**src/sv/hpf_pkg.sv**
```systemverilog
// Shared types, codes and constant tables for the harmonic pitch frequency block.
// Used by every module of the block; depends on nothing else.
package hpf_pkg;

    // Divider widths: signed dividend and unsigned divisor.
    localparam int DIV_DW = 24;
    localparam int DIV_VW = 11;
    // Widest table index the default ratio lookup supports.
    localparam int TIDX_W = 6;

    // Result status codes.
    localparam logic [1:0] ST_OK    = 2'd0;
    localparam logic [1:0] ST_RANGE = 2'd1;
    localparam logic [1:0] ST_WRITE = 2'd2;
    localparam logic [1:0] ST_SAT   = 2'd3;

    // Which quotient the shared divider is producing.
    localparam logic [1:0] DIV_OCT = 2'd0;
    localparam logic [1:0] DIV_TQ  = 2'd1;

    // Configuration register indexes.
    localparam logic [2:0] REG_FUND  = 3'd0;
    localparam logic [2:0] REG_LEN   = 3'd1;
    localparam logic [2:0] REG_RANGE = 3'd2;
    localparam logic [2:0] REG_LOW   = 3'd3;
    localparam logic [2:0] REG_HIGH  = 3'd4;

    // Configuration reset values.
    localparam logic [23:0] FUND_RST  = 24'd450560;
    localparam logic [4:0]  LEN_RST   = 5'd12;
    localparam logic [5:0]  RANGE_RST = 6'd12;
    localparam logic [7:0]  LOW_RST   = 8'hD0;
    localparam logic [7:0]  HIGH_RST  = 8'd96;

    localparam logic [23:0] ONE_Q22      = 24'd4194304;
    localparam logic [63:0] ONE_Q30      = 64'd1073741824;
    localparam logic [63:0] LN2_Q30      = 64'd744261118;
    localparam int          SERIES_TERMS = 24;

    // Controller to datapath commands.
    typedef struct packed {
        logic       load;
        logic       num;
        logic       mval;
        logic       div_start;
        logic [1:0] div_op;
        logic       rd;
        logic       ma;
        logic       mh;
        logic       ml;
        logic       sc;
        logic       out_load;
    } cmd_t;

    // Datapath to controller status.
    typedef struct packed {
        logic is_write;
        logic is_reject;
        logic div_done;
        logic out_free;
    } stat_t;

    // Reset contents of the tuning table: just intonation, then unity.
    function automatic logic [23:0] just_ratio(input logic [TIDX_W-1:0] i);
        logic [23:0] r;
        case (i)
            6'd0:    r = 24'd4194304;
            6'd1:    r = 24'd4473924;
            6'd2:    r = 24'd4718592;
            6'd3:    r = 24'd5033165;
            6'd4:    r = 24'd5242880;
            6'd5:    r = 24'd5592405;
            6'd6:    r = 24'd5898240;
            6'd7:    r = 24'd6291456;
            6'd8:    r = 24'd6710886;
            6'd9:    r = 24'd6990507;
            6'd10:   r = 24'd7549747;
            6'd11:   r = 24'd7864320;
            default: r = ONE_Q22;
        endcase
        return r;
    endfunction

    // Truncating exponential series in Q2.30, evaluated at elaboration only.
    function automatic logic [31:0] exp_series(input logic [63:0] x);
        logic [63:0] term;
        logic [63:0] sum;
        term = ONE_Q30;
        sum  = ONE_Q30;
        for (int n = 1; n <= SERIES_TERMS; n++) begin
            term = ((term * x) >> 30) / 64'(n);
            sum  = sum + term;
        end
        return sum[31:0];
    endfunction

endpackage

```
**src/sv/hpf_ctrl.sv**
```systemverilog
// Controller state machine that sequences the datapath for one word at a time.
// Depends on hpf_pkg for the command and status structs.
module hpf_ctrl (
    input  logic           aclk,
    input  logic           aresetn,
    input  logic           s_valid,
    output logic           s_ready,
    output hpf_pkg::cmd_t  cmd,
    input  hpf_pkg::stat_t stat
);
    import hpf_pkg::*;

    localparam logic [3:0] S_IDLE = 4'd0;
    localparam logic [3:0] S_NUM  = 4'd1;
    localparam logic [3:0] S_MVAL = 4'd2;
    localparam logic [3:0] S_D1GO = 4'd3;
    localparam logic [3:0] S_D1W  = 4'd4;
    localparam logic [3:0] S_D2GO = 4'd5;
    localparam logic [3:0] S_D2W  = 4'd6;
    localparam logic [3:0] S_RD   = 4'd9;
    localparam logic [3:0] S_MA   = 4'd10;
    localparam logic [3:0] S_MH   = 4'd11;
    localparam logic [3:0] S_ML   = 4'd12;
    localparam logic [3:0] S_SC   = 4'd13;
    localparam logic [3:0] S_DONE = 4'd14;

    logic [3:0] state_reg, state_next;

    // Next state and command decode.
    always_comb begin
        state_next = state_reg;
        cmd        = '0;
        unique case (state_reg)
            S_IDLE: begin
                if (s_valid) begin
                    cmd.load   = 1'b1;
                    state_next = (stat.is_write || stat.is_reject) ? S_DONE : S_NUM;
                end
            end
            S_NUM: begin
                cmd.num    = 1'b1;
                state_next = S_MVAL;
            end
            S_MVAL: begin
                cmd.mval   = 1'b1;
                state_next = S_D1GO;
            end
            S_D1GO: begin
                cmd.div_start = 1'b1;
                cmd.div_op    = DIV_OCT;
                state_next    = S_D1W;
            end
            S_D1W: begin
                if (stat.div_done) begin
                    state_next = S_D2GO;
                end
            end
            S_D2GO: begin
                cmd.div_start = 1'b1;
                cmd.div_op    = DIV_TQ;
                state_next    = S_D2W;
            end
            S_D2W: begin
                if (stat.div_done) begin
                    state_next = S_RD;
                end
            end
            S_RD: begin
                cmd.rd     = 1'b1;
                state_next = S_MA;
            end
            S_MA: begin
                cmd.ma     = 1'b1;
                state_next = S_MH;
            end
            S_MH: begin
                cmd.mh     = 1'b1;
                state_next = S_ML;
            end
            S_ML: begin
                cmd.ml     = 1'b1;
                state_next = S_SC;
            end
            S_SC: begin
                cmd.sc     = 1'b1;
                state_next = S_DONE;
            end
            S_DONE: begin
                if (stat.out_free) begin
                    cmd.out_load = 1'b1;
                    state_next   = S_IDLE;
                end
            end
            default: begin
                state_next = S_IDLE;
            end
        endcase
    end

    // State register.
    always_ff @(posedge aclk) begin
        if (!aresetn) begin
            state_reg <= S_IDLE;
        end else begin
            state_reg <= state_next;
        end
    end

    assign s_ready = (state_reg == S_IDLE);

endmodule

```
**config.mk**
```make
export PLATFORM = sky130hd
export DESIGN_NAME = hpf_ctrl
export DESIGN_NICKNAME = d
export VERILOG_FILES = /design/src/sv/hpf_pkg.sv /design/src/sv/hpf_ctrl.sv
export SDC_FILE = /design/constraint.sdc
export NUM_CORES = 1
export LEC_CHECK = 0
export BUFFER_PORTS_ARGS = -buffer_cell sky130_fd_sc_hd__buf_2
export CAP_MARGIN = 15
export CORE_AREA = 2 2 39 41
export DETAILED_ROUTE_END_ITERATION = 10
export DIE_AREA = 0 0 41 43
export PLACE_DENSITY = 0.68
export SLEW_MARGIN = 20
export SYNTH_ARGS = -nofsm -noshare
export SYNTH_HDL_FRONTEND = slang
export SYNTH_SLANG_ARGS = --single-unit
```
**constraint.sdc**
```tcl
create_clock -name aclk -period 1.6 [get_ports aclk]
set_input_delay 0.24 -clock aclk [delete_from_list [all_inputs] [get_ports aclk]]
set_output_delay 0.24 -clock aclk [all_outputs]
set_load 0.02 [all_outputs]
```
After elaboration in Yosys (flattened, before gate mapping)
Cells that the tools add are included.

Register bits: 4. Input port bits: 7. Output and inout port bits: 13.

Multiplexer cells: 18. Eq/ne operators: 16. Reductions and logical operators: 3.

Operator list (number): $pmux W4 S13 (1); $eq A4 B4 Y1 const B (6); $mux W4 (5); $eq A4 B3 Y1 const B (3); $mux W1 (11); $eq A4 B2 Y1 const B (2); $ne A2 B2 Y1 const B (4); $pmux W3 S2 (1); $eq A4 B1 Y1 const B (1); $logic_not A4 Y1 (1); $reduce_and A4 Y1 (1); $logic_or A1 B1 Y1 (1).

Logic depth before layout (Yosys ltp)
Gate-level depths: netlist of run 1.

Depth in word-level cells: 4. Depth in mapped cells: 6. Gate-level depth less buffers: 4.

Worst setup path after synthesis of run 1
Ideal clock, no wire load.

Kind: register -> output. Start point: reg state_reg[1]. End point: out cmd[11] in the netlist's numbering. Data required time: 1.360 ns. Slack: -0.001 ns. Buffers on the path: 2. Arrival: 1.361 ns. Cell stages (with the launch flop): 6. Cells stage by stage: dfxtp_1 buf_6 or2_1 buf_6 nor3_2 and2_1.

RTL lines: from (decl) (RTL line hpf_ctrl.sv:27) `logic [3:0] state_reg, state_next;`; from (signal assigned) (RTL line hpf_ctrl.sv:105) `state_reg <= state_next;`; to (decl) (RTL line hpf_ctrl.sv:8) `output hpf_pkg::cmd_t cmd,`.

==> summary.md, run 1 <==
| Metric | Value |
|---|---|
| Number of global-route vias before repair | `361` |
| Top post-synthesis cells by area | `dfxtp_1 (19%), nor2_1 (12%), nand2b_1 (5.8%)` |
| Sw Ratio | `about 49%` |
| Status | `completed` |
| 1st-pass router iterations | `4` |
| Die Area | `between 0.0015 and 0.002 sq mm` |
| Placed Cells | `93` |
| Area grow syn2layout | `26.9%` |
| DR vias | `between 400 and 500` |
| Root buf cell | `clkbuf_4` |
| CTS tree | `done` |
| Clk_lat worst skew | `0.23 ns` |
| Setup Fix Bufs, Post-CTS | `0` |
| Finished Cell Area | `between 500 and 600 sq um` |
| Wirelength per Cell | `10.1 microns` |
| Final setup violation count | `0` |
| Cell chain of the critical path | `buf_4 -> nand2b_1 -> a21oi_1 -> buf_2` |
| DP Area | `a little over 500 sq um` |
| Max Root-Sink Buffers | `2` |
| CORE AREA | `roughly 0.0014 sq mm` |
| All-Layer GR Usage | `between 10% and 20%` |
| Placed wire-length estimate | `between 700 and 800 microns` |
| Final net count | `89` |
| Pwr/cell area | `around 2000 mW/mm^2` |
| Top FF cell, synth | `dfxtp_1` |
| Max reg flops | `4` |
| Skew final | `between 0.004 and 0.005 ns` |
| Initial Util | `~31%` |
| Drt drc | `0` |
| Pleak | `roughly 0.25 nW` |
| Die Wd | `just over 40 microns` |
| VDD IR max | `between 0.0005 and 0.0006 V` |
| Critical Path Fanout Max | `6` |
| Die Ht | `around 43 microns` |
| Max Slew Vio Count | `0` |
| Crit path required time | `around 1.4 ns` |
| Logic pwr share | `between 60% and 70%` |
| Final Hold Fails | `0` |
| Iteration-0 DRC Markers | `23` |
| Maximum achievable frequency | `657 MHz` |
| # clock sinks | `4` |
| Slowest-stage cell, CP | `dfxtp_1` |
| Critical Path End Type | `output pin` |
| Num CTS Buffers | `3` |
| Remaining Overflow, GRT | `0` |
| Shortest period the worst path allows | `1.52 ns` |
| First-pass GRT wire length | `roughly 1400 microns` |
| Critical path launch point type | `flop` |
| Htree depth | `1` |
| IO Port Bufs | `18` |
| Max Cap Viol | `0` |
| Worst path max stage delay | `0.39 ns` |
| Row count | `14` |
| Unrepaired setup endpoints after global routing | `no` |
| IO Count | `20` |
| Synthesized area | `around 430 sq um` |
| Final wirelength | `just under 1000 microns` |
| Layout cells sized above 1 | `36.3%` |
| Initial antenna violation count | `0` |
| Final ANT Viol Nets | `0` |
| Largest net degree at the start of global routing | `12` |
| Switching power | `~0.53 mW` |
| Flop pwr share | `19.5%` |
| Arrival time worst endpoint | `between 1 and 1.5 ns` |
| Final setup TNS | `0 ns` |
| Number of synthesized flops with an enable pin | `0` |
| Synth top area share | `between 10% and 20%` |
| Distinct cells, synth | `26` |
| GP Congestion | `between 0.8 and 0.9` |
| Synthesized Nets | `70` |
| Clk slew on worst S/H paths | `approximately 0.04 ns` |
| HP Class | `in2reg` |
| Period Utilization, post-route | `between 90 and 100%` |
| Final hold slack | `~0.29 ns` |
| Setup WS pre-CTS | `0.218 ns` |
| Fraction of registers with async set/reset | `0%` |
| Count leader, synth | `nor2_1` |
| DR vias/cell | `roughly 5.1` |
| Sequential area share after synthesis | `about a fifth` |
| Area leader, netlist | `dfxtp_1` |
| Fin cells | `96` |
| Antenna Cells | `0` |
| Synth Warn # | `0` |
| Worst Setup Slack, final | `just under 0.08 ns` |
| Clk network pwr share | `between 10% and 20%` |
| Hold Buf Count CTS | `0` |
| Crit Path Category | `reg2out` |
| #FFs+latches synth | `4` |
| Post-synth top cells | `nor2_1 (14), nand2_1 (5), o21ai_0 (5)` |
| Syn_area_per_cell | `about 6.8 sq um` |
| Syn Inst Count | `63` |
| Int Pwr | `about 0.55 mW` |
-- per-layer routing --
metal | part of all wire [%] | up-vias | routed length [microns] | track usage (%)
li1 | - | 251 | - | -
met2 | 47 | 22 | 456 | 17.5
met5 | 0 | - | 0 | 0
met3 | 8.0 | 0 | 77 | 3.14
met1 | 45 | 218 | 433 | 13.7
met4 | 0 | 0 | 0 | 5.33
-- critical path: cells and delay by family (launching register included) --
kind | cells | cell delay (ns)
AOI/OAI and AO/OA | 1 | 0.17
buffers and inverters | 2 | 0.34
and+or+nand+nor | 1 | 0.15
DFF | 1 | 0.39
-- area by class of cell --
cell class	instances	area [sq um]
fillers	141	841
multi-input cells	49	293
repair buffers	21	115
flip-flops and latches	4	81.3
clock buffers	3	22.5
well taps	16	20.0
inverters	3	11.3
-- through the flow --
step	power [mW]	utilization [%]
after floorplan	0.823	-
after global placement	0.927	37.2
after detailed placement	0.930	37.2
after CTS	1.08	39.0
after global routing	1.18	39.2
final	1.08	39.2
-- placed cells by master, fill, tap and decap left out --
| cell | synthesis | final |
|---|---|---|
| buf_2 | 3 | 17 |
| nor2_1 | 14 | 14 |
| nand2_1 | 5 | 5 |
| o21ai_0 | 5 | 5 |
| nand2b_1 | 4 | 4 |
| buf_4 | 2 | 4 |
| nor3_1 | 3 | 3 |
| inv_1 | 3 | 3 |
| clkbuf_4 | 0 | 3 |
| dfxtp_1 | 4 | 3 |
| a21oi_1 | 2 | 2 |
| mux2i_1 | 2 | 2 |
| or2_4 | 0 | 1 |
| nor3_4 | 0 | 1 |
| and2_1 | 1 | 1 |
| nor4_1 | 1 | 1 |
| o22ai_2 | 1 | 1 |
| a21o_4 | 1 | 1 |
| o2111ai_1 | 1 | 1 |
| o21ai_1 | 1 | 1 |
| a221oi_1 | 1 | 1 |
| a32o_1 | 1 | 1 |
| o31ai_1 | 1 | 1 |
| a31oi_1 | 1 | 1 |
| o2111a_1 | 1 | 1 |
| conb_1 | 1 | 1 |
| dfxtp_2 | 0 | 1 |
-- path summary, 6_finish.rpt --
| path | cells past startpoint | from | slack [ns] | endpoint |
|---|---|---|---|---|
| setup reg to reg | 4 | state_reg[3] | 0.21 | state_reg[1] |
| hold / removal | 3 | aresetn | 0.29 | state_reg[3] |
| setup / recovery | 4 | state_reg[2] | 0.08 | cmd[8] |
| hold reg to reg | 2 | state_reg[2] | 0.52 | state_reg[2] |
-- kinds of logic after synthesis --
logic type | after synthesis | share of synthesized area (%)
other cells | 1 | 0.876
simple gates | 30 | 32.7
mux | 2 | 4.68
compound gates | 16 | 28.1
flops | 4 | 18.7
buf+inv | 10 | 14.9
-- power by group through the flow --
stage | registers [mW] | clock network [mW] | logic, mW
3_5_place_dp | 0.207 | 0 | 0.723
3_3_place_gp | 0.203 | 0 | 0.724
6_report | 0.211 | 0.123 | 0.745
4_1_cts | 0.208 | 0.132 | 0.738
2_1_floorplan | 0.162 | 0 | 0.661
5_1_grt | 0.218 | 0.135 | 0.825
-- what timing repair did --
| item | CTS | global route |
|---|---|---|
| gates resized for setup | 1 | 2 |
| endpoints found under the setup margin | 1 | 3 |
| endpoints found under the hold margin | 0 | 0 |
Power figures use the tool's default switching activity.
==> inputs of run 2 (changes only) <==
==> constraint.sdc (replaced) <==
create_clock -name aclk -period 1.6 [get_ports aclk]
set_input_delay 0.32 -clock aclk [delete_from_list [all_inputs] [get_ports aclk]]
set_output_delay 0.32 -clock aclk [all_outputs]
set_load 0.02 [all_outputs]
==> run 2 against run 1 <==
Clock skew down 0.0029 ns. Register-to-register slack better by 0.05 ns. Count of clock-buffer cells in the layout unchanged. Routed wire length up 14%. Sequential power up 13%. Hold slack better by 0.081 ns. Combinational power up 5.0%. Sequential share of layout area up 0.32 points. Cell area up 3.9%. Critical path type unchanged. Largest power group unchanged.
==> summary.md, run 2 (same netlist as run 1, synthesis figures left out) <==
| Metric | Value |
|---|---|
| Max Cap Viol | `0 (unchanged)` |
| Number of global-route vias before repair | `375 (+3.9%)` |
| Die Ht | `43 microns (unchanged)` |
| Switching power | `0.550 mW (+4.1%)` |
| Final wirelength | `1100 microns (+14%)` |
| Area grow syn2layout | `31.9%` |
| Fillcell total | `151 (+7.1%)` |
| Maximum achievable frequency | `633 MHz (-3.6%)` |
| Iteration-0 DRC Markers | `6 (-74%)` |
| Placed wire-length estimate | `799 microns (+3.7%)` |
| Layout cells sized above 1 | `42.0% (+5.7 points)` |
| DR vias | `489 (-0.41%)` |
| Max reg flops | `4 (unchanged)` |
| IO Port Bufs | `18 (unchanged)` |
| First-pass GRT wire length | `1610 microns (+16%)` |
| Commonest non-fill, non-tap cell in the layout | `buf_2` |
| Fin cells | `97 (+1.0%)` |
| Wirelength per Cell | `11.3 microns (+12%)` |
| Drt drc | `0 (unchanged)` |
| Period Utilization, post-route | `98.7% (+3.6 points)` |
| Final Hold Fails | `0 (unchanged)` |
| Die Area | `0.00176 sq mm (unchanged)` |
| VDD IR max | `0.000739 V (+24%)` |
| Unrepaired setup endpoints after global routing | `yes` |
| Critical Path End Type | `output pin` |
| Flop pwr share | `20.8% (+1.3 points)` |
| Pwr/cell area | `2030 mW/mm^2 (+2.2%)` |
| CORE AREA | `0.00138 sq mm (unchanged)` |
| Htree depth | `1 (unchanged)` |
| 1st-pass router iterations | `3 (-1)` |
| DR vias/cell | `5.04 (-1.4%)` |
| Final setup violation count | `0 (unchanged)` |
| Critical Path Fanout Max | `9 (+3)` |
| Critical path launch point type | `flop` |
| Pleak | `0.260 nW (+3.6%)` |
| HP Class | `in2reg` |
| Final net count | `90 (+1.1%)` |
| # clock sinks | `4 (unchanged)` |
| Sw Ratio | `48.0% (-0.96 points)` |
| All-Layer GR Usage | `13.6% (+2.3 points)` |
| GP Congestion | `0.761 (-5.2%)` |
| Die Wd | `41 microns (unchanged)` |
| Final ANT Viol Nets | `0 (unchanged)` |
| Status | `completed` |
| CTS tree | `done` |
| Antenna Cells | `0 (unchanged)` |
| Row count | `14 (unchanged)` |
| Root buf cell | `clkbuf_4` |
| Int Pwr | `0.596 mW (+8.2%)` |
| Crit Path Category | `reg2out` |
| Skew final | `0.00167 ns (-0.00286 ns)` |
| Logic pwr share | `68.2% (-0.9 points)` |
| Highest-count cells in the layout ignoring fill and taps | `buf_2 (17), nor2_1 (14), nand2_1 (5), o21ai_0 (5), buf_4 (4)` |
| Initial Util | `30.9% (unchanged)` |
| Shortest period the worst path allows | `1.58 ns (+0.0572 ns)` |
| Placed Cells | `92 (-1.1%)` |
| Clk slew on worst S/H paths | `0.04 ns (about the same)` |
| Hold path cells | `3 (unchanged)` |
| Max Root-Sink Buffers | `2 (unchanged)` |
| Remaining Overflow, GRT | `0 (unchanged)` |
| Final hold slack | `0.374 ns (+0.0813 ns)` |
| Clk network pwr share | `11.0% (-0.4 points)` |
| Largest net degree at the start of global routing | `11 (-1)` |
| Final Util | `40.8% (+1.5 points)` |
| IO Count | `20 (unchanged)` |
| Num CTS Buffers | `3 (unchanged)` |
| Max Slew Vio Count | `0 (unchanged)` |
| FF-to-FF path depth | `4 (unchanged)` |
| Arrival time worst endpoint | `1.26 ns (-0.02 ns)` |
| Initial antenna violation count | `0 (unchanged)` |
| Hold Buf Count CTS | `0 (unchanged)` |
| Clk_lat worst skew | `0.24 ns (about the same)` |
| Crit path required time | `1.28 ns (-0.08 ns)` |
==> run 2: power by group through the flow <==
stage | registers, mW | clock network [mW] | logic [mW]
after floorplan | 0.162 | 0 | 0.661
after global routing | 0.250 | 0.145 | 0.858
after CTS | 0.227 | 0.131 | 0.721
final | 0.238 | 0.126 | 0.782
after detailed placement | 0.224 | 0 | 0.698
after global placement | 0.217 | 0 | 0.696
==> run 2: metal layers <==
metal  GRT usage (%)  wire length (microns)
met1            17.9                    492
met2            18.4                    552
met3            4.71                     54
met4            8.00                      0
met5               0                      0
==> run 2: layout make-up <==
class,instances,area [sq um],share of cell area (%)
Timing Repair Buffer,22,126,22.4
Tap cell,16,20.0,3.55
Sequential cell,4,86.3,15.3
Inverter,3,11.3,2.00
Clock buffer,3,22.5,3.99
Multi-Input combinational cell,49,298,52.8
==> run 2: critical path, cell delays in order (launching register included) <==
cell,delay [ns]
dfxtp_4,0.36
or2_4,0.28
nor3_4,0.12
and2_4,0.16
buf_6,0.10
==> run 2: worst paths after layout <==
| kind | startpoint | to | slack, ns |
|---|---|---|---|
| max | state_reg[2] | cmd[11] | 0.02 |
| min | aresetn | state_reg[3] | 0.37 |
| max reg2reg | state_reg[0] | state_reg[1] | 0.26 |
| min reg2reg | state_reg[1] | state_reg[1] | 0.55 |
==> run 2: repair_timing <==
action,4_1_cts,5_1_grt
pin swaps,0,2
setup buffers,0,2
setup endpoints to repair,4,4
gates resized for setup,4,5
hold endpoints to repair,0,0
==> run 2: through the flow <==
stage | setup slack (ns) | setup TNS (ns) | area [sq um] | power, mW
after detailed placement | 0.130 | 0 | 507 | 0.922
after global placement | 0.172 | 0 | 507 | 0.913
final | 0.0201 | 0 | 564 | 1.15
after CTS | 0.00170 | 0 | 537 | 1.08
after floorplan | 0.0113 | 0 | 434 | 0.823
after global routing | -0.0471 | -0.0506 | 564 | 1.25
==> inputs of run 3 (changes only) <==
--- a/config.mk
+++ b/config.mk
@@ -10,6 +10,7 @@
 export CORE_AREA = 2 2 39 41
 export DETAILED_ROUTE_END_ITERATION = 10
 export DIE_AREA = 0 0 41 43
+export MAX_ROUTING_LAYER = met4
 export PLACE_DENSITY = 0.68
 export SLEW_MARGIN = 20
 export SYNTH_ARGS = -nofsm -noshare
==> run 3 against run 2 <==
Combinational power about the same. Non-clock buffer count unchanged. Maximum frequency increased by 0.13%. Sequential cell count stayed put. Register-to-register slack about the same. Clock power hardly changed. Setup slack better by 0.0020 ns. Critical path type unchanged. Largest cell class unchanged.
==> summary.md, run 3 (same netlist as run 1, synthesis figures left out) <==
| Metric | Value |
|---|---|
| Max Slew Vio Count | `0 (unchanged)` |
| GP Congestion | `0.771 (+1.3%)` |
| Row count | `14 (unchanged)` |
| Num CTS Buffers | `3 (unchanged)` |
| Die Ht | `43 microns (unchanged)` |
| Initial antenna violation count | `0 (unchanged)` |
| Period Utilization, post-route | `98.6% (-0.13 points)` |
| Fin cells | `97 (unchanged)` |
| Htree depth | `1 (unchanged)` |
| Maximum achievable frequency | `634 MHz (+0.13%)` |
| Int Pwr | `0.596 mW (about the same)` |
| Clk network pwr share | `11.0% (about the same)` |
| IO Count | `20 (unchanged)` |
| Unrepaired setup endpoints after global routing | `yes` |
| Max reg flops | `4 (unchanged)` |
| Final ANT Viol Nets | `0 (unchanged)` |
| Area grow syn2layout | `31.9% (unchanged)` |
| Largest net degree at the start of global routing | `11 (unchanged)` |
| Critical path launch point type | `flop` |
| VDD IR max | `0.000735 V (-0.46%)` |
| Placed wire-length estimate | `799 microns (unchanged)` |
| Layout cells sized above 1 | `42.0% (unchanged)` |
| Arrival time worst endpoint | `1.26 ns (about the same)` |
| Highest-count cells in the layout ignoring fill and taps | `buf_2 (17), nor2_1 (14), nand2_1 (5), o21ai_0 (5), buf_4 (4)` |
| 1st-pass router iterations | `4 (+1)` |
| CTS tree | `done` |
| Clk_lat worst skew | `0.24 ns (about the same)` |
| Pleak | `0.260 nW (unchanged)` |
| All-Layer GR Usage | `14.0% (+0.34 points)` |
| Skew final | `0.00167 ns (unchanged)` |
| Switching power | `0.548 mW (-0.36%)` |
| IO Port Bufs | `18 (unchanged)` |
| DR vias | `491 (+0.41%)` |
| # clock sinks | `4 (unchanged)` |
| Placed Cells | `92 (unchanged)` |
| Final Hold Fails | `0 (unchanged)` |
| Pwr/cell area | `2030 mW/mm^2 (-0.17%)` |
| Status | `completed` |
| Critical Path End Type | `output pin` |
| Max Cap Viol | `0 (unchanged)` |
| Clk slew on worst S/H paths | `0.04 ns (about the same)` |
| Logic pwr share | `68.2% (about the same)` |
| Drt drc | `0 (unchanged)` |
| DR vias/cell | `5.06 (+0.41%)` |
| Iteration-0 DRC Markers | `6 (unchanged)` |
| Shortest period the worst path allows | `1.58 ns (-0.00203 ns)` |
| Flop pwr share | `20.8% (about the same)` |
| Initial Util | `30.9% (unchanged)` |
| Crit Path Category | `reg2out` |
| Root buf cell | `clkbuf_4` |
| Critical Path Fanout Max | `9 (unchanged)` |
| Number of global-route vias before repair | `375 (unchanged)` |
| First-pass GRT wire length | `1610 microns (unchanged)` |
| CORE AREA | `0.00138 sq mm (unchanged)` |
| Wirelength per Cell | `11.2 microns (-0.73%)` |
| Remaining Overflow, GRT | `0 (unchanged)` |
| Commonest non-fill, non-tap cell in the layout | `buf_2` |
| HP Class | `in2reg` |
| Final setup violation count | `0 (unchanged)` |
| Die Wd | `41 microns (unchanged)` |
| Antenna Cells | `0 (unchanged)` |
| Max Root-Sink Buffers | `2 (unchanged)` |
| Sw Ratio | `47.9% (-0.090 points)` |
| Die Area | `0.00176 sq mm (unchanged)` |
| Total power draw | `1.14 mW (-0.17%)` |
| Final net count | `90 (unchanged)` |
| Crit path required time | `1.28 ns (about the same)` |
| Final wirelength | `1090 microns (-0.73%)` |
[run 3: cell counts in the layout (fill, tap and decap cells not counted)]
Identical to the previous run, type by type.
[run 3: routing by layer]
layer | vias to the layer above | track usage [%] | wire length (microns)
li1 | 250 | - | -
met1 | 228 | 17.9 | 481
met2 | 13 | 18.4 | 555
met3 | 0 | 4.71 | 54
met4 | 0 | 8.00 | 0
met5 | - | - | 0
[run 3: layout make-up]
cell class                 instances  area (sq um)
clock buffer                       3          22.5
fill                             151           820
inverter                           3          11.3
multi-input combinational         49           298
sequential                         4          86.3
tap                               16          20.0
timing repair buffer              22           126
[run 3: power groups by stage]
stage | Clock (mW) | Combinational [mW] | Sequential, mW
global placement | 0 | 0.696 | 0.217
floorplan | 0 | 0.661 | 0.162
detailed placement | 0 | 0.698 | 0.224
CTS | 0.131 | 0.721 | 0.227
global route | 0.145 | 0.858 | 0.250
finish | 0.126 | 0.781 | 0.238
[run 3: worst max-delay path, stage by stage (launching register included)]
cell and delay, ns:
dfxtp_4 0.36, or2_4 0.28, nor3_4 0.12, and2_4 0.16, buf_6 0.10
[run 3: worst paths after layout]
path	slack, ns	start	endpoint	depth (start not counted)
max	0.02	state_reg[2]	cmd[11]	4
min	0.37	aresetn	state_reg[3]	3
max reg2reg	0.26	state_reg[0]	state_reg[1]	4
min reg2reg	0.55	state_reg[1]	state_reg[1]	2
[run 3: timing repair]
action | 4_1_cts | 5_1_grt
pin swaps | 0 | 2
resized for setup | 4 | 5
hold buffers | 0 | 0
setup endpoints to repair | 4 | 4
gates cloned | 0 | 0
buffers inserted | 0 | 2
[run 3: metrics by stage]
| stage | setup WS, ns | instance area [sq um] | util, % | setup TNS [ns] | hold WS, ns |
|---|---|---|---|---|---|
| after floorplan | 0.0113 | 434 | - | 0 | 0.446 |
| after global placement | 0.172 | 507 | 36.6 | 0 | 0.541 |
| after detailed placement | 0.130 | 507 | 36.6 | 0 | 0.571 |
| after CTS | 0.00170 | 537 | 38.8 | 0 | 0.364 |
| after global routing | -0.0468 | 564 | 40.8 | -0.0504 | 0.375 |
| final | 0.0222 | 564 | 40.8 | 0 | 0.375 |
